**config.mk**
```make
export PLATFORM = sky130hd
export DESIGN_NAME = pdf_byte_tokenizer
export DESIGN_NICKNAME = d
export VERILOG_FILES = /design/src/pbt_pkg.sv /design/src/pbt_queue.sv /design/src/pbt_front.sv /design/src/pbt_back.sv /design/src/pdf_byte_tokenizer.sv
export SDC_FILE = /design/constraint.sdc
export NUM_CORES = 1
export LEC_CHECK = 0
export BUFFER_PORTS_ARGS = -buffer_cell sky130_fd_sc_hd__buf_2
export CELL_PAD_IN_SITES_DETAIL_PLACEMENT = 1
export CELL_PAD_IN_SITES_GLOBAL_PLACEMENT = 2
export CORE_MARGIN = 3
export CORE_UTILIZATION = 44
export DETAILED_ROUTE_END_ITERATION = 8
export GPL_TIMING_DRIVEN = 1
export PLACE_DENSITY = 0.8
export SLEW_MARGIN = 20
export SYNTH_ARGS = -nofsm -noshare
export SYNTH_HDL_FRONTEND = slang
export SYNTH_HIERARCHICAL = 1
export SYNTH_SLANG_ARGS = --single-unit
```
**constraint.sdc**
```tcl
create_clock -name clock -period 6.5 [get_ports clock]
set_input_delay 0.325 -clock clock [delete_from_list [all_inputs] [get_ports clock]]
set_output_delay 0.325 -clock clock [all_outputs]
set_load 0.05 [all_outputs]
```
**src/pbt_pkg.sv**
```systemverilog
// shared types, character codes and byte classes for the pdf byte tokenizer
`timescale 1ns / 1ps
`default_nettype none

package pbt_pkg;

   // character codes
   localparam logic [7:0] CH_NUL    = 8'h00;
   localparam logic [7:0] CH_TAB    = 8'h09;
   localparam logic [7:0] CH_LF     = 8'h0A;
   localparam logic [7:0] CH_FF     = 8'h0C;
   localparam logic [7:0] CH_CR     = 8'h0D;
   localparam logic [7:0] CH_SPACE  = 8'h20;
   localparam logic [7:0] CH_PCT    = 8'h25;
   localparam logic [7:0] CH_LPAREN = 8'h28;
   localparam logic [7:0] CH_RPAREN = 8'h29;
   localparam logic [7:0] CH_SLASH  = 8'h2F;
   localparam logic [7:0] CH_LT     = 8'h3C;
   localparam logic [7:0] CH_GT     = 8'h3E;
   localparam logic [7:0] CH_LBRACK = 8'h5B;
   localparam logic [7:0] CH_BSLASH = 8'h5C;
   localparam logic [7:0] CH_RBRACK = 8'h5D;
   localparam logic [7:0] CH_LBRACE = 8'h7B;
   localparam logic [7:0] CH_RBRACE = 8'h7D;

   // keyword match progress: length of "stream" and the no-match code
   localparam logic [2:0] KW_LEN  = 3'd6;
   localparam logic [2:0] KW_NONE = 3'd7;

   // entries in the queue between front and back
   localparam int QUEUE_DEPTH = 4;

   // one classified input transaction
   typedef struct packed {
      logic [7:0]  data_byte;
      logic        stream_end;
      logic        ws;
      logic        brk;
      logic [31:0] offset;
   } item_type;

   // one result transaction, without the last mark
   typedef struct packed {
      logic [7:0]  token_byte;
      logic        byte_valid;
      logic        token_first;
      logic        token_done;
      logic [31:0] token_offset;
      logic        stream_line_done;
      logic        error;
   } result_type;

   // whitespace class
   function automatic logic is_ws(input logic [7:0] b);
      return b inside {CH_NUL, CH_TAB, CH_LF, CH_FF, CH_CR, CH_SPACE};
   endfunction

   // delimiter class
   function automatic logic is_brk(input logic [7:0] b);
      return b inside {CH_LPAREN, CH_RPAREN, CH_LT, CH_GT, CH_RBRACK,
                       CH_LBRACK, CH_LBRACE, CH_RBRACE, CH_SLASH, CH_PCT};
   endfunction

   // letters of the stream keyword
   function automatic logic [7:0] kw_char(input logic [2:0] idx);
      logic [7:0] c;
      case (idx)
         3'd0: c = 8'h73;
         3'd1: c = 8'h74;
         3'd2: c = 8'h72;
         3'd3: c = 8'h65;
         3'd4: c = 8'h61;
         3'd5: c = 8'h6D;
         default: c = 8'h00;
      endcase
      return c;
   endfunction

endpackage

`default_nettype wire

```
**src/pbt_queue.sv**
```systemverilog
// small first-in first-out queue of classified transactions
`timescale 1ns / 1ps
`default_nettype none

module pbt_queue #(
   parameter int WIDTH = 43,
   parameter int DEPTH = 4
) (
   input  wire logic             clock,
   input  wire logic             reset,
   input  wire logic             wr_en,
   input  wire logic [WIDTH-1:0] wr_data,
   output logic                  full,
   input  wire logic             rd_en,
   output logic [WIDTH-1:0]      rd_data,
   output logic                  rd_valid
);

   localparam int PW = (DEPTH > 1) ? $clog2(DEPTH) : 1;
   localparam int CW = $clog2(DEPTH + 1);

   logic [WIDTH-1:0] mem_ff [DEPTH];
   logic [PW-1:0]    wr_ptr_ff, wr_ptr_in;
   logic [PW-1:0]    rd_ptr_ff, rd_ptr_in;
   logic [CW-1:0]    count_ff, count_in;
   logic             do_wr, do_rd;

   assign full     = (count_ff == CW'(DEPTH));
   assign rd_valid = (count_ff != '0);
   assign rd_data  = mem_ff[rd_ptr_ff];
   assign do_wr    = wr_en && !full;
   assign do_rd    = rd_en && rd_valid;

   // pointer and fill count update
   always_comb begin
      wr_ptr_in = wr_ptr_ff;
      rd_ptr_in = rd_ptr_ff;
      count_in  = count_ff;
      if (do_wr) begin
         wr_ptr_in = (wr_ptr_ff == PW'(DEPTH - 1)) ? '0 : wr_ptr_ff + PW'(1);
      end
      if (do_rd) begin
         rd_ptr_in = (rd_ptr_ff == PW'(DEPTH - 1)) ? '0 : rd_ptr_ff + PW'(1);
      end
      if (do_wr && !do_rd) begin
         count_in = count_ff + CW'(1);
      end else if (do_rd && !do_wr) begin
         count_in = count_ff - CW'(1);
      end
   end

   // storage and control registers
   always_ff @(posedge clock) begin
      if (reset) begin
         wr_ptr_ff <= '0;
         rd_ptr_ff <= '0;
         count_ff  <= '0;
      end else begin
         wr_ptr_ff <= wr_ptr_in;
         rd_ptr_ff <= rd_ptr_in;
         count_ff  <= count_in;
      end
      if (do_wr) begin
         mem_ff[wr_ptr_ff] <= wr_data;
      end
   end

`ifndef ASSERT_OFF
   a_count_bound: assert property (@(posedge clock) disable iff (reset)
      count_ff <= CW'(DEPTH))
      else $error("queue fill count beyond depth");
`endif

endmodule

`default_nettype wire

```
**src/pbt_front.sv**
```systemverilog
// front end: accepts stream transactions, classifies bytes and tags offsets
`timescale 1ns / 1ps
`default_nettype none

module pbt_front #(
   parameter int OFFSET_BITS = 32
) (
   input  wire logic         clock,
   input  wire logic         reset,
   input  wire logic         push,
   input  wire logic [7:0]   req_data_byte,
   input  wire logic         req_stream_end,
   input  wire logic         q_full,
   output logic              q_wr,
   output pbt_pkg::item_type q_item
);

   import pbt_pkg::*;

   logic [OFFSET_BITS-1:0] byte_count_ff, byte_count_in;
   logic [63:0]            count_wide;
   logic                   accept;

   assign accept     = push && !q_full;
   assign q_wr       = accept;
   assign count_wide = 64'(byte_count_ff);

   // classify the byte and tag it with its stream offset
   always_comb begin
      q_item.data_byte  = req_data_byte;
      q_item.stream_end = req_stream_end;
      q_item.ws         = is_ws(req_data_byte);
      q_item.brk        = is_brk(req_data_byte);
      q_item.offset     = count_wide[31:0];
   end

   // byte offset advances on every byte, not on end markers
   always_comb begin
      byte_count_in = byte_count_ff;
      if (accept && !req_stream_end) begin
         byte_count_in = byte_count_ff + OFFSET_BITS'(1);
      end
   end

   always_ff @(posedge clock) begin
      if (reset) begin
         byte_count_ff <= '0;
      end else begin
         byte_count_ff <= byte_count_in;
      end
   end

endmodule

`default_nettype wire

```
**src/pbt_back.sv**
```systemverilog
// back end: scanner state machine and two-slot result register
`timescale 1ns / 1ps
`default_nettype none

module pbt_back #(
   parameter int MAX_NESTING = 255
) (
   input  wire logic               clock,
   input  wire logic               reset,
   input  wire pbt_pkg::item_type  q_item,
   input  wire logic               q_valid,
   output logic                    q_pop,
   output logic [7:0]              rsp_token_byte,
   output logic                    rsp_byte_valid,
   output logic                    rsp_token_first,
   output logic                    rsp_token_done,
   output logic [31:0]             rsp_token_offset,
   output logic                    rsp_stream_line_done,
   output logic                    rsp_error,
   output logic                    rsp_last,
   output logic                    empty,
   input  wire logic               pop
);

   import pbt_pkg::*;

   localparam int DW = $clog2(MAX_NESTING + 1);

   typedef enum logic [3:0] {
      M_IDLE      = 4'd0,
      M_REG       = 4'd1,
      M_COMMENT   = 4'd2,
      M_STR       = 4'd3,
      M_STR_BS    = 4'd4,
      M_STR_CR    = 4'd5,
      M_LT        = 4'd6,
      M_HEX       = 4'd7,
      M_GT        = 4'd8,
      M_STREAM_WS = 4'd9,
      M_STREAM_CR = 4'd10
   } mode_type;

   mode_type    mode_ff, mode_in;
   logic [DW-1:0] depth_ff, depth_in;
   logic [2:0]  kw_ff, kw_in;
   logic [31:0] start_ff, start_in;
   result_type  res0_ff, res1_ff;
   logic [1:0]  rem_ff, rem_in;
   logic        head_ff, head_in;

   result_type  r0_in, r1_in;
   logic [1:0]  n_res;
   logic        pop_ok, commit;

   // start of a new token
   mode_type    st_mode;
   logic [DW-1:0] st_depth;
   logic [2:0]  st_kw;
   logic        st_done;
   result_type  st_res;

   // byte inside a literal string
   mode_type    sb_mode;
   logic [DW-1:0] sb_depth, sb_dec;
   logic        sb_emit, sb_done, sb_err;
   result_type  sb_res;

   // byte inside a hex string
   mode_type    hx_mode;
   logic        hx_emit, hx_done;
   result_type  hx_res;

   result_type  tok_res, end_res, info_res;
   logic [7:0]  b;
   logic [31:0] off;

   function automatic result_type mk_res(input logic [7:0] tb, input logic valid,
                                         input logic first, input logic done,
                                         input logic [31:0] toff, input logic line,
                                         input logic err);
      result_type r;
      r.token_byte       = valid ? tb : 8'h00;
      r.byte_valid       = valid;
      r.token_first      = first;
      r.token_done       = done;
      r.token_offset     = toff;
      r.stream_line_done = line;
      r.error            = err;
      return r;
   endfunction

   assign b = q_item.data_byte;
   assign off = q_item.offset;

   // helper results shared by several modes
   always_comb begin
      st_mode  = M_REG;
      st_depth = depth_ff;
      st_kw    = kw_ff;
      st_done  = 1'b0;
      case (b)
         CH_PCT:    st_mode = M_COMMENT;
         CH_LPAREN: begin
            st_mode  = M_STR;
            st_depth = DW'(1);
         end
         CH_LT:     st_mode = M_LT;
         CH_GT:     st_mode = M_GT;
         CH_LBRACK, CH_RBRACK, CH_LBRACE, CH_RBRACE: begin
            st_mode = M_IDLE;
            st_done = 1'b1;
         end
         default:   st_kw = (b == kw_char(3'd0)) ? 3'd1 : KW_NONE;
      endcase
      st_res = mk_res(b, 1'b1, 1'b1, st_done, off, 1'b0, 1'b0);

      sb_mode  = M_STR;
      sb_depth = depth_ff;
      sb_emit  = 1'b1;
      sb_done  = 1'b0;
      sb_err   = 1'b0;
      sb_dec   = (depth_ff != '0) ? depth_ff - DW'(1) : depth_ff;
      if (b == CH_BSLASH) begin
         sb_mode = M_STR_BS;
         sb_emit = 1'b0;
      end else if (b == CH_LPAREN) begin
         if (depth_ff >= DW'(MAX_NESTING)) begin
            sb_err = 1'b1;
         end else begin
            sb_depth = depth_ff + DW'(1);
         end
      end else if (b == CH_RPAREN) begin
         sb_depth = sb_dec;
         if (sb_dec == '0) begin
            sb_done = 1'b1;
            sb_mode = M_IDLE;
         end
      end
      sb_res = mk_res(b, 1'b1, 1'b0, sb_done, start_ff, 1'b0, sb_err);

      hx_mode = M_HEX;
      hx_emit = !q_item.ws;
      hx_done = 1'b0;
      if (b == CH_GT) begin
         hx_mode = M_IDLE;
         hx_emit = 1'b1;
         hx_done = 1'b1;
      end
      hx_res = mk_res(b, 1'b1, 1'b0, hx_done, start_ff, 1'b0, 1'b0);

      tok_res  = mk_res(b, 1'b1, 1'b0, 1'b0, start_ff, 1'b0, 1'b0);
      end_res  = mk_res(8'h00, 1'b0, 1'b0, 1'b1, start_ff, 1'b0, 1'b0);
      info_res = mk_res(8'h00, 1'b0, 1'b0, 1'b0, off, 1'b0, 1'b0);
   end

   // scanner next state and the results of the head transaction
   always_comb begin
      mode_in  = mode_ff;
      depth_in = depth_ff;
      kw_in    = kw_ff;
      start_in = start_ff;
      r0_in    = '0;
      r1_in    = '0;
      n_res    = 2'd0;
      if (q_item.stream_end) begin
         if (mode_ff inside {M_REG, M_COMMENT, M_STR, M_STR_BS, M_STR_CR,
                             M_LT, M_HEX, M_GT}) begin
            r0_in = end_res;
            n_res = 2'd1;
         end
         mode_in  = M_IDLE;
         depth_in = '0;
         kw_in    = 3'd0;
      end else begin
         case (mode_ff)
            M_REG: begin
               if (q_item.ws) begin
                  r0_in = end_res;
                  n_res = 2'd1;
                  mode_in = M_IDLE;
                  if (kw_ff == KW_LEN) begin
                     if (b == CH_LF) begin
                        r0_in.stream_line_done = 1'b1;
                     end else if (b == CH_CR) begin
                        r0_in.stream_line_done = 1'b1;
                        mode_in = M_STREAM_CR;
                     end else begin
                        mode_in = M_STREAM_WS;
                     end
                  end
               end else if (q_item.brk) begin
                  r0_in       = end_res;
                  r0_in.error = (kw_ff == KW_LEN);
                  r1_in       = st_res;
                  n_res       = 2'd2;
                  mode_in     = st_mode;
                  depth_in    = st_depth;
                  kw_in       = st_kw;
                  start_in    = off;
               end else begin
                  if (kw_ff < KW_LEN && b == kw_char(kw_ff)) begin
                     kw_in = kw_ff + 3'd1;
                  end else begin
                     kw_in = KW_NONE;
                  end
                  r0_in = tok_res;
                  n_res = 2'd1;
               end
            end
            M_COMMENT: begin
               n_res = 2'd1;
               if (b == CH_CR || b == CH_LF) begin
                  r0_in   = end_res;
                  mode_in = M_IDLE;
               end else begin
                  r0_in = tok_res;
               end
            end
            M_STR: begin
               r0_in    = sb_res;
               n_res    = {1'b0, sb_emit};
               mode_in  = sb_mode;
               depth_in = sb_depth;
            end
            M_STR_BS: begin
               if (b == CH_LF) begin
                  mode_in = M_STR;
               end else if (b == CH_CR) begin
                  mode_in = M_STR_CR;
               end else begin
                  r0_in   = mk_res(CH_BSLASH, 1'b1, 1'b0, 1'b0, start_ff, 1'b0, 1'b0);
                  r1_in   = tok_res;
                  n_res   = 2'd2;
                  mode_in = M_STR;
               end
            end
            M_STR_CR: begin
               mode_in = M_STR;
               if (b != CH_LF) begin
                  r0_in    = sb_res;
                  n_res    = {1'b0, sb_emit};
                  mode_in  = sb_mode;
                  depth_in = sb_depth;
               end
            end
            M_LT: begin
               if (b == CH_LT) begin
                  r0_in = mk_res(b, 1'b1, 1'b0, 1'b1, start_ff, 1'b0, 1'b0);
                  n_res = 2'd1;
                  mode_in = M_IDLE;
               end else begin
                  r0_in   = hx_res;
                  n_res   = {1'b0, hx_emit};
                  mode_in = hx_mode;
               end
            end
            M_HEX: begin
               r0_in   = hx_res;
               n_res   = {1'b0, hx_emit};
               mode_in = hx_mode;
            end
            M_GT: begin
               if (b == CH_GT) begin
                  r0_in = mk_res(b, 1'b1, 1'b0, 1'b1, start_ff, 1'b0, 1'b0);
                  n_res = 2'd1;
                  mode_in = M_IDLE;
               end else begin
                  // lone '>' closes, then the byte is taken as in idle
                  r0_in   = end_res;
                  n_res   = 2'd1;
                  mode_in = M_IDLE;
                  if (!q_item.ws) begin
                     r1_in    = st_res;
                     n_res    = 2'd2;
                     mode_in  = st_mode;
                     depth_in = st_depth;
                     kw_in    = st_kw;
                     start_in = off;
                  end
               end
            end
            M_STREAM_WS: begin
               if (b == CH_LF) begin
                  r0_in = info_res;
                  r0_in.stream_line_done = 1'b1;
                  n_res = 2'd1;
                  mode_in = M_IDLE;
               end else if (b == CH_CR) begin
                  r0_in = info_res;
                  r0_in.stream_line_done = 1'b1;
                  n_res = 2'd1;
                  mode_in = M_STREAM_CR;
               end else if (!q_item.ws) begin
                  r0_in       = info_res;
                  r0_in.error = 1'b1;
                  r1_in       = st_res;
                  n_res       = 2'd2;
                  mode_in     = st_mode;
                  depth_in    = st_depth;
                  kw_in       = st_kw;
                  start_in    = off;
               end
            end
            M_STREAM_CR: begin
               mode_in = M_IDLE;
               if (b != CH_LF && !q_item.ws) begin
                  r0_in    = st_res;
                  n_res    = 2'd1;
                  mode_in  = st_mode;
                  depth_in = st_depth;
                  kw_in    = st_kw;
                  start_in = off;
               end
            end
            default: begin
               // idle and unused codes
               mode_in = M_IDLE;
               if (!q_item.ws) begin
                  r0_in    = st_res;
                  n_res    = 2'd1;
                  mode_in  = st_mode;
                  depth_in = st_depth;
                  kw_in    = st_kw;
                  start_in = off;
               end
            end
         endcase
      end
   end

   // take the head transaction once the result slots can hold its results
   always_comb begin
      pop_ok  = pop && !empty;
      commit  = q_valid && (n_res == 2'd0 || rem_ff == 2'd0 ||
                            (rem_ff == 2'd1 && pop_ok));
      q_pop   = commit;
      rem_in  = rem_ff;
      head_in = head_ff;
      if (commit && n_res != 2'd0) begin
         rem_in  = n_res;
         head_in = 1'b0;
      end else if (pop_ok) begin
         rem_in  = rem_ff - 2'd1;
         head_in = 1'b1;
      end
   end

   // scanner state and result slots
   always_ff @(posedge clock) begin
      if (reset) begin
         mode_ff  <= M_IDLE;
         depth_ff <= '0;
         kw_ff    <= 3'd0;
         start_ff <= '0;
         rem_ff   <= 2'd0;
         head_ff  <= 1'b0;
      end else begin
         if (commit) begin
            mode_ff  <= mode_in;
            depth_ff <= depth_in;
            kw_ff    <= kw_in;
            start_ff <= start_in;
         end
         rem_ff  <= rem_in;
         head_ff <= head_in;
      end
      if (commit && n_res != 2'd0) begin
         res0_ff <= r0_in;
         res1_ff <= r1_in;
      end
   end

   // oldest waiting result on the ports
   result_type cur;
   assign cur                  = head_ff ? res1_ff : res0_ff;
   assign empty                = (rem_ff == 2'd0);
   assign rsp_token_byte       = cur.token_byte;
   assign rsp_byte_valid       = cur.byte_valid;
   assign rsp_token_first      = cur.token_first;
   assign rsp_token_done       = cur.token_done;
   assign rsp_token_offset     = cur.token_offset;
   assign rsp_stream_line_done = cur.stream_line_done;
   assign rsp_error            = cur.error;
   assign rsp_last             = (rem_ff == 2'd1);

`ifndef ASSERT_OFF
   a_depth_bound: assert property (@(posedge clock) disable iff (reset)
      depth_ff <= DW'(MAX_NESTING))
      else $error("paren depth beyond nesting limit");

   a_idle_depth: assert property (@(posedge clock) disable iff (reset)
      (mode_ff == M_IDLE) |-> (depth_ff == '0))
      else $error("paren depth left open outside a string");

   a_first_has_byte: assert property (@(posedge clock) disable iff (reset)
      (!empty && rsp_token_first) |-> rsp_byte_valid)
      else $error("token start without a byte");

   a_pair_order: assert property (@(posedge clock) disable iff (reset)
      (rem_ff == 2'd2) |-> !head_ff)
      else $error("second result slot shown before the first");
`endif

endmodule

`default_nettype wire

```
**src/pdf_byte_tokenizer.sv**
```systemverilog
// pdf_byte_tokenizer top level: a lexical tokenizer for PDF byte streams.
// Each input transaction carries one stream byte or an end marker; the block
// returns token bytes with first and done marks, the offset of each token's
// first byte, and flags for the line end after the stream keyword and for
// errors. Each transaction yields zero, one or two results, the last marked
// with rsp_last. A transaction is accepted every cycle while the four-entry
// queue between the classifier front end and the scanner back end has room;
// the scanner takes one transaction per cycle while the result register can hold
// its results, and its first result passes through the queue and then the result
// register to the result ports. Results leave one per cycle while pop is high, so
// a transaction that gives two results fills both slots of the result register,
// and sustained throughput is one result per cycle.
`timescale 1ns / 1ps
`default_nettype none

module pdf_byte_tokenizer #(
   parameter int MAX_NESTING = 255,
   parameter int OFFSET_BITS = 32
) (
   input  wire logic        clock,
   input  wire logic        reset,
   input  wire logic        push,
   output logic             full,
   input  wire logic [7:0]  req_data_byte,
   input  wire logic        req_stream_end,
   output logic             empty,
   input  wire logic        pop,
   output logic [7:0]       rsp_token_byte,
   output logic             rsp_byte_valid,
   output logic             rsp_token_first,
   output logic             rsp_token_done,
   output logic [31:0]      rsp_token_offset,
   output logic             rsp_stream_line_done,
   output logic             rsp_error,
   output logic             rsp_last
);

   import pbt_pkg::*;

   logic     q_wr, q_pop, q_valid;
   item_type wr_item, rd_item;

   // classifier front end
   pbt_front #(
      .OFFSET_BITS (OFFSET_BITS)
   ) u_front (
      .clock          (clock),
      .reset          (reset),
      .push           (push),
      .req_data_byte  (req_data_byte),
      .req_stream_end (req_stream_end),
      .q_full         (full),
      .q_wr           (q_wr),
      .q_item         (wr_item)
   );

   // queue between front and back
   pbt_queue #(
      .WIDTH ($bits(item_type)),
      .DEPTH (QUEUE_DEPTH)
   ) u_queue (
      .clock    (clock),
      .reset    (reset),
      .wr_en    (q_wr),
      .wr_data  (wr_item),
      .full     (full),
      .rd_en    (q_pop),
      .rd_data  (rd_item),
      .rd_valid (q_valid)
   );

   // scanner back end
   pbt_back #(
      .MAX_NESTING (MAX_NESTING)
   ) u_back (
      .clock                (clock),
      .reset                (reset),
      .q_item               (rd_item),
      .q_valid              (q_valid),
      .q_pop                (q_pop),
      .rsp_token_byte       (rsp_token_byte),
      .rsp_byte_valid       (rsp_byte_valid),
      .rsp_token_first      (rsp_token_first),
      .rsp_token_done       (rsp_token_done),
      .rsp_token_offset     (rsp_token_offset),
      .rsp_stream_line_done (rsp_stream_line_done),
      .rsp_error            (rsp_error),
      .rsp_last             (rsp_last),
      .empty                (empty),
      .pop                  (pop)
   );

endmodule

`default_nettype wire

```
## Word level (Yosys, flattened, before mapping)

Memories as Yosys holds them, arrays and structs flattened. A register that Yosys moved wholly into a read port is not among the register bits.
Cells that the tools add are included.
Widths: inputs -> output; s select.

- Add/subtract/negate cells: 9
- Order comparisons: 2
- Equal/unequal tests: 68
- Muxes and demuxes: 130
- Bitwise logic cells: 2
- Reduce and logical (&&, ||, !) cells: 43

Operators with widths:

| cell | number |
|---|---|
| $mux 45 | 19 |
| $pmux 45 s10 | 1 |
| $mux 32 | 7 |
| $pmux 45 s4 | 1 |
| $pmux 32 s5 | 1 |
| $mux 8 | 19 |
| $eq 8x6->1 const B | 12 |
| $eq 8x7->1 const B | 10 |
| $mux 35 | 2 |
| $mux 4 | 17 |
| $pmux 8 s7 | 1 |
| $eq 8x4->1 const B | 6 |
| $mux 3 | 16 |
| $mux 44 | 1 |
| $pmux 7 s6 | 1 |
| $pmux 4 s10 | 1 |
| $mux 2 | 18 |
| $mux 34 | 1 |
| $add 32x1->32 const B | 1 |
| $mux 1 | 21 |
| $ne 3x3->1 const B | 7 |
| $pmux 2 s10 | 1 |
| $pmux 4 s5 | 1 |
| $reduce_and 9->1 | 2 |
| 43 further kinds | 87 |

- Bits in registers: 179
- Bits in writable memories: 172
- Logic and storage cells: 279
- Memories kept: 1

Memories:

| memory | words | width | rd ports | clocked after memory_dff | wr ports | RTL line | text |
|---|---|---|---|---|---|---|---|
| u_queue.mem_ff | 4 | 43 | 1 | 1 | 1 | pbt_queue.sv:22 | `logic [WIDTH-1:0] mem_ff [DEPTH];` |

## Longest topological paths before layout

Gate-level depths: netlist (run 1).

- Depth after elaboration: 13
- Depth in mapped cells: 17
- Depth with buffers taken out: 14

## By module

The synthesis (run 1) kept the hierarchy.

By module, submodules not included:

| module | times used | cells an instance | area each (µm²) |
|---|---|---|---|
| pbt_back | 1 | 893 | 8615.8 |
| pbt_queue | 1 | 275 | 6705.2 |
| pbt_front | 1 | 186 | 1612.8 |

## Worst setup path before layout (run 1)

OpenSTA, ideal clock, no wires.

- Path type: register to register
- Start: register with a tool-made name
- End: register u_back/res0_ff[0] in the netlist's numbering (enable)
- Setup time: 0.454 ns
- Arrival time: 4.531 ns
- Setup slack: 1.515 ns
- Stages on the path, launching flop included: 10
- Path buffers: 3
- Cells stage by stage: dfxtp_1 > buf_2 > buf_6 > mux4_2 > clkbuf_1 > and4bb_1 > a2111oi_2 > nor4_4 > a21oi_1 > o21a_1

RTL lines:

| what | RTL line | text |
|---|---|---|
| end signal, assigned | pbt_back.sv:368 | `res0_ff <= r0_in;` |
| end, declared | pbt_back.sv:47 | `result_type res0_ff, res1_ff;` |

==> impl_results.md, run 1 <==
- Switch share: 0.405
- HPWL Detailed: 29200 um
- Syn Inst Count: 1354
- Filler cells: 3906
- Final setup TNS: 0 ps
- # IOs: 61
- Maximum vdd drop: 0.189 mV
- Top delay family on crit path: compound AO/OA/AOI/OAI gates
- CTS tree: built
- Internal: 5.35 mW
- Max clock buf depth: 3
- Port Buffers: 60
- Leading area contributor after synthesis: edfxtp_1
- Worst Path Arrival: 5400 ps
- FF+latch count, synth: 351
- Sequential Power Share: 0.353
- Hold_sp: req_data_byte[7]
- # setup viols final: 0
- FF-to-FF setup slack: around 1600 ps
- FF/Latch Area: slightly below 10000 um2
- Die extent in y: 202 um
- Die footprint: 40900 um2
- EDFF count, synth: 260
- Wirelength, routed: 44000 um
- Max-slew violations: 0
- Global-route wire length before repair: roughly 70000 um
- Sequential fraction of the synthesis area: 0.569
- DRC violations left: 0
- Fin area: roughly 19000 um2
- Area of the mapped netlist: 16900 um2
- Ys flop type: edfxtp_1
- Buffers and inverters on the worst path: 1
- Area of the multi-input gates: 6720 um2
- Max-capacitance violation count: 0
- Synth top cells by count: edfxtp_1, nor2_1, dfxtp_1
- Crit Path Max Fanout: 21
- Fin crit share: 0.760
- Slowest cell on crit path: dfxtp_2
- Power Total: 8.99 mW
- Min-Delay Path Class: input port to register
- Crit Path Category: register to register
- Post-CTS setup buffers: 0
- TritonCTS buffer count: 38
- Worst hold endpoint: u_queue/mem_ff[1][42]
- CP Capture Type: register
- Top cells by area, synth: edfxtp_1, dfxtp_1, mux4_2
- Root Buffer: clkbuf_16
- Rows: 71
- Clk sink count: 351
- Pre-CTS setup slack: between 1500 and 2000 ps
- Clock share of power: 0.241
- Area Overhead vs Synth: 11.0%
- 1st-iter DRT viols: 740
- Reg2Reg Depth: 13
- Leak: 6.33 nW
- Clock skew: 16.3 ps
- CTS resizes: 0
- Minimum clock period: 4940 ps
- Htree depth: 2
- Worst Path Required: about 7000 ps
- Hold slack: 50.6 ps
- Antenna violations before repair: 0
- GP Congestion: between 0.8 and 0.9
- Hold depth: 1
- Dominant cell by count in the synthesized netlist: edfxtp_1
- Fraction of layout cells with a size suffix above 1: 0.186
- Via density: 5.82
- RSZ-0062 raised after global routing: false
- ANT nets after route: 0
- Post-Syn Area per Cell: 12.5 um2
- Startpoint types: register
- GR Overflow Total: 0
- Relative slew slack: 0.265
- Vias in the first global route: 11900
- Switching Power: 3.64 mW
- Pin count of the biggest net entering global routing: 101
- Routed wire per std cell: 22.9 um
- Fmax: 202 MHz
- Final #Nets: 1410
- Slowest stage delay, CP: 810 ps
- Ant diodes: 0
- Post-synth top area share: 0.461
- Starting Density: 0.449
- Placed inst area: 17500 um2
- Syn Nets: 1384
- Gate power share: 0.405
- YS warnings: 6
- Number of library cell types mapped by synthesis: 89
- Slew @ Worst Pin: around 1100 ps
- Crit-path cells: mux4_2 -> and4bb_1 -> a2111oi_2 -> nor4_4 -> a21oi_2 -> nor2_4 -> o31ai_2 -> ha_1 -> inv_1 -> fa_1 -> xor2_1 -> or3_2 -> a21oi_1
- Power density cells: 478 nW/um2
- Async SR Flop Fraction: 0
- Worst reg2reg path endpoint: u_queue/count_ff[2]
- Vias post-DR: 11200
- Core area: ~38000 um2
- Total track usage: 0.215
- Endpoints failing hold: 0
- Clock transition at path regs: around 60 ps
- Number of detailed-route iterations in the first pass: 5
- # hold bufs at CTS: 0
- Final WS setup: roughly 1600 ps
- Die width: 202 um
- Outcome: finished, final reports clean
- Clock latency on the worst-skew pair: 540 ps
[power by group through the flow]
stage	clock network, mW	registers, mW	logic, mW
after global routing	2.31	3.23	3.90
after CTS	2.22	3.19	3.65
after detailed placement	0	3.23	3.63
final	2.17	3.18	3.64
after global placement	0	3.19	3.58
after floorplan	0	3.10	2.77
[per-stage QoR]
step,util,instances
CTS,0.498,1920
finish,0.498,1920
floorplan,-,1354
global route,0.498,1920
detailed placement,0.465,1851
global placement,0.465,1851
[layout by cell type (no fill, tap or decap), drive strengths merged, types with 9 or more instances in the layout]
master  netlist  layout
a21oi        60      60
a22o         40      40
a22oi        19      19
a31oi        10      10
and2         17      17
and3         14      14
buf          44      82
clkbuf       52      49
clkinv        1      14
dfxtp        91      91
edfxtp      260     260
ha           16      16
inv          23      26
mux2         43      43
mux2i        43      43
mux4         43      43
nand2        60      60
nand2b       79      79
nand3        28      28
nand4        27      27
nor2        110     110
nor2b         9       9
nor3         24      24
o21ai        65      65
or3          11      11
xnor2         9       9
xor2         32      32
[routing by layer]
metal  global-route usage  up-vias  part of all wire
met5                    0        -                 0
met4               0.0520        0             0.018
met3               0.0306       55             0.044
met2                0.351      216              0.47
met1                0.308     5716              0.47
li1                     -     5192                 -
[cells by family after synthesis]
group	share of synthesized area
AOI/OAI and AO/OA	0.107
xor gates and xnor gates	0.0212
adders and majority gates	0.0130
buffers and inverters	0.0356
DFF	0.569
muxes	0.111
and+or+nand+nor	0.143
[layout make-up]
cell class,instances,area share
clock buffer,49,0.0544
multi-input combinational,883,0.357
inverter,24,0.00506
sequential,351,0.512
tap,511,0.0340
timing repair buffer,82,0.0249
clock inverter,20,0.0118
[worst max path at each step]
stage	end	slack, ps	cells past startpoint
floorplan	u_back/res0_ff[0]	1520	9
global placement	u_queue/count_ff[2]	1660	13
detailed placement	u_queue/count_ff[2]	1550	13
CTS	u_queue/count_ff[2]	1500	13
global route	u_queue/count_ff[2]	1240	15
finish	u_queue/count_ff[2]	1560	13
[state kept, by name, indices dropped and copies added, names as in the netlist, named ones only]
name,flops
u_back/mode_ff,4
u_queue/wr_ptr_ff,2
u_back/depth_ff,8
u_back/rem_ff,2
u_back/res1_ff,43
u_queue/count_ff,3
u_queue/rd_ptr_ff,2
u_back/res0_ff,45
u_back/head_ff,1
u_back/start_ff,32
u_back/kw_ff,3
u_queue/mem_ff,172
u_front/byte_count_ff,32
(Power assumes the default switching activity.)
==> run 2: changes to the inputs <==
--- a/config.mk
+++ b/config.mk
@@ -5,14 +5,15 @@
 export SDC_FILE = /design/constraint.sdc
 export NUM_CORES = 1
 export LEC_CHECK = 0
+export ABC_AREA = 1
 export BUFFER_PORTS_ARGS = -buffer_cell sky130_fd_sc_hd__buf_2
 export CELL_PAD_IN_SITES_DETAIL_PLACEMENT = 1
 export CELL_PAD_IN_SITES_GLOBAL_PLACEMENT = 2
 export CORE_MARGIN = 3
-export CORE_UTILIZATION = 44
+export CORE_UTILIZATION = 35
 export DETAILED_ROUTE_END_ITERATION = 8
 export GPL_TIMING_DRIVEN = 1
-export PLACE_DENSITY = 0.8
+export PLACE_DENSITY = 0.76
 export SLEW_MARGIN = 20
 export SYNTH_ARGS = -nofsm -noshare
 export SYNTH_HDL_FRONTEND = slang
==> constraint.sdc (replaced) <==
create_clock -name clock -period 4.46 [get_ports clock]
set_input_delay 0.223 -clock clock [delete_from_list [all_inputs] [get_ports clock]]
set_output_delay 0.223 -clock clock [all_outputs]
set_load 0.05 [all_outputs]
==> run 2 against run 1 <==
  * Largest power group unchanged
  * Critical path type unchanged
  * Highest routed layer unchanged
  * Critical endpoint is now u_back/res1_ff[26]
  * Non-clock buffer count is 30 higher
  * Global-route usage is 0.21 points higher
  * Maximum frequency is 21% higher
  * Worst hold slack better by 42 ps
  * First-iteration DRC count is 23% higher
  * Combinational power is 99% higher
==> impl_results.md, run 2 <==
- Final #Nets: 2192
- Area of the mapped netlist: 17800 um2
- Top flop regs: u_queue/mem_ff x172, u_back/res0_ff x45, u_back/res1_ff x43
- Worst path depth: 17
- Routed wire per std cell: 20.3 um
- Clock latency on the worst-skew pair: 570 ps
- Max reg flops: ~170
- Top delay family on crit path: buffers and inverters
- Via density: approximately 5.2
- Placed inst area: 18900 um2
- Core area: 49600 um2
- Fraction of layout cells with a size suffix above 1: 0.118
- Die footprint: around 54000 um2
- 1st-iter DRT viols: approximately 910
- Ys flop type: edfxtp_1
- Rows: 81
- Total track usage: 0.218
- Sequential fraction of the synthesis area: 0.541
- Minimum clock period: slightly above 4000 ps
- Final setup TNS: 0 ps
- Maximum vdd drop: 0.265 mV
- Worst Path Required: 4760 ps
- Max-capacitance violation count: 0
- Area Overhead vs Synth: 14.0%
- Starting Density: 0.359
- Relative slew slack: 0.315
- Dominant cell by count in the synthesized netlist: nand2_1
- Clock skew: 19.7 ps
- Reg2Reg Depth: 17
- GR Overflow Total: 0
- Clk sink count: around 350
- Synth top cells by count: nand2_1, nor2_1, edfxtp_1
- Htree depth: 2
- Top cells by area, synth: edfxtp_1, dfxtp_1, nand2_1
- Commonest non-fill, non-tap cells in the layout: nand2_1, nor2_1, edfxtp_1, inv_1, o21ai_0
- Clock transition at path regs: 60 ps
- Post-synth top area share: 0.439
- Hold depth: 3
- Outcome: finished, final reports clean
- Startpoint types: register
- Number of library cell types mapped by synthesis: a little over 50
- Async SR Flop Fraction: 0
- Min-Delay Path Class: input port to register
- Slowest stage delay, CP: 560 ps
- Power density cells: 763 nW/um2
- Worst Path Arrival: about 4400 ps
- # IOs: 61
- Max clock buf depth: 3
- Pin count of the biggest net entering global routing: 57
- Buffers and inverters on the worst path: 6
- DRC violations left: 0
- Number of detailed-route iterations in the first pass: 5
- Fin area: 20300 um2
- Leak: 8.16 nW
- Crit Path Max Fanout: 40
- Crit-path cells: inv_2 -> buf_4 -> o21ai_0 -> o22ai_1 -> inv_1 -> buf_4 -> nand2_1 -> nand2_1 -> nor2_1 -> nand2_1 -> nor2_1 -> nand3_1 -> nand2_1 -> nand3_4 -> nand3_1 -> clkinv_2 -> buf_12
- Leading area contributor after synthesis: edfxtp_1
- Syn Inst Count: 2098
- Vias in the first global route: 15300
- Global-route wire length before repair: 90200 um
- TritonCTS buffer count: 42
- CP Capture Type: register
- Fin crit share: 0.913
- Slowest cell on crit path: clkinv_2
- Antenna violations before repair: 0
- Pre-CTS setup slack: 210 ps
- Port Buffers: 60
- HPWL Detailed: 40300 um
- Slew @ Worst Pin: 1030 ps
- Die width: approximately 230 um
- EDFF count, synth: 260
- Endpoints failing hold: 0
- Leading cell type in the layout, fill and taps excluded: nand2_1
- # setup viols final: 0
- YS warnings: 6
- Most common cell on crit path: nand2_1
- Crit Path Category: register to register
- Die extent in y: 231 um
- Final core utilization: 0.409
- FF+latch count, synth: 351
- Post-Syn Area per Cell: approximately 8.5 um2
- Post-CTS setup buffers: 0
- Syn Nets: 2128
- GP Congestion: 0.898
- Largest Register: u_queue/mem_ff
- Wirelength, routed: 58100 um
- Vias post-DR: ~15000
- Root Buffer: clkbuf_16
- RSZ-0062 raised after global routing: false
- CTS tree: built
- Ant diodes: 0
- Fmax: around 250 MHz
- Final WS setup: 389 ps
- Max-slew violations: 0
- ANT nets after route: 0
run 2: cell count changes in the layout (fill, tap and decap cells not counted), moves of 79 or more:
cell      previous run  this run
inv_1               23       212
nand2_1             59       466
nand2b_1            79         0
nor2_1             108       346
o21ai_0             57       159
o22ai_1              7       107
run 2: path summary, 6_finish.rpt:
check                                         start  slack [ps]                  endpoint
worst max-delay path                       register         390        u_back/res1_ff[26]
worst min-delay path                           push          90  u_front/byte_count_ff[0]
worst max register to register             register         390        u_back/res1_ff[26]
worst min register to register  u_queue/count_ff[1]         540       u_queue/count_ff[1]
run 2: power breakdown:
part | switching, mW | total (mW) | internal (mW)
Combinational | 5.48 | 7.26 | 1.78
Clock | 1.38 | 3.28 | 1.89
Sequential | 0.308 | 4.93 | 4.62
Total | 7.17 | 15.5 | 8.30
run 2: layout make-up:
type                       instances  area, um2
sequential                       351       9630
clock inverter                    15        106
multi-input combinational       1415       6810
tap                              664        831
clock buffer                      63       1210
fill                            5784      29300
timing repair buffer             112        783
inverter                         240        905
run 2: per-stage QoR:
step | hold slack, ps | power, mW | cells
5_1_grt | 71.3 | 16.6 | 2860
3_3_place_gp | 498 | 12.0 | 2773
2_1_floorplan | 295 | 9.93 | 2098
4_1_cts | 57.6 | 15.6 | 2860
3_5_place_dp | 501 | 12.2 | 2773
6_report | 92.8 | 15.5 | 2860
run 2: cell families (layout without fill, tap and decap cells):
| family | Yosys count | in the layout | share of synthesized area |
|---|---|---|---|
| buffers and inverters | 332 | 430 | 0.0782 |
| flip-flops | 351 | 351 | 0.541 |
| XOR/XNOR | 13 | 13 | 0.00683 |
| AND/OR/NAND/NOR | 988 | 988 | 0.237 |
| adder cells (fa/ha/maj) | 17 | 17 | 0.0124 |
| AO/OA/AOI/OAI | 397 | 397 | 0.124 |
run 2: worst min-delay path: cells and delay by family:
family | cells | cell delay [ps]
AOI/OAI and AO/OA | 1 | 80
buffers and inverters | 1 | 150
and+or+nand+nor | 1 | 150
run 2: repair_timing:
action,CTS,global route
hold endpoints to repair,33,0
resized for setup,0,4
endpoints found under the setup margin,0,2
hold buffers,9,0
run 2: per-layer routing:
metal  up-vias  part of all wire  GRT usage
met1      7399              0.48      0.309
li1       7121                 -          -
met5         -                 0          0
met4         0             0.019     0.0525
met2       310              0.46      0.352
met3        77             0.042     0.0306
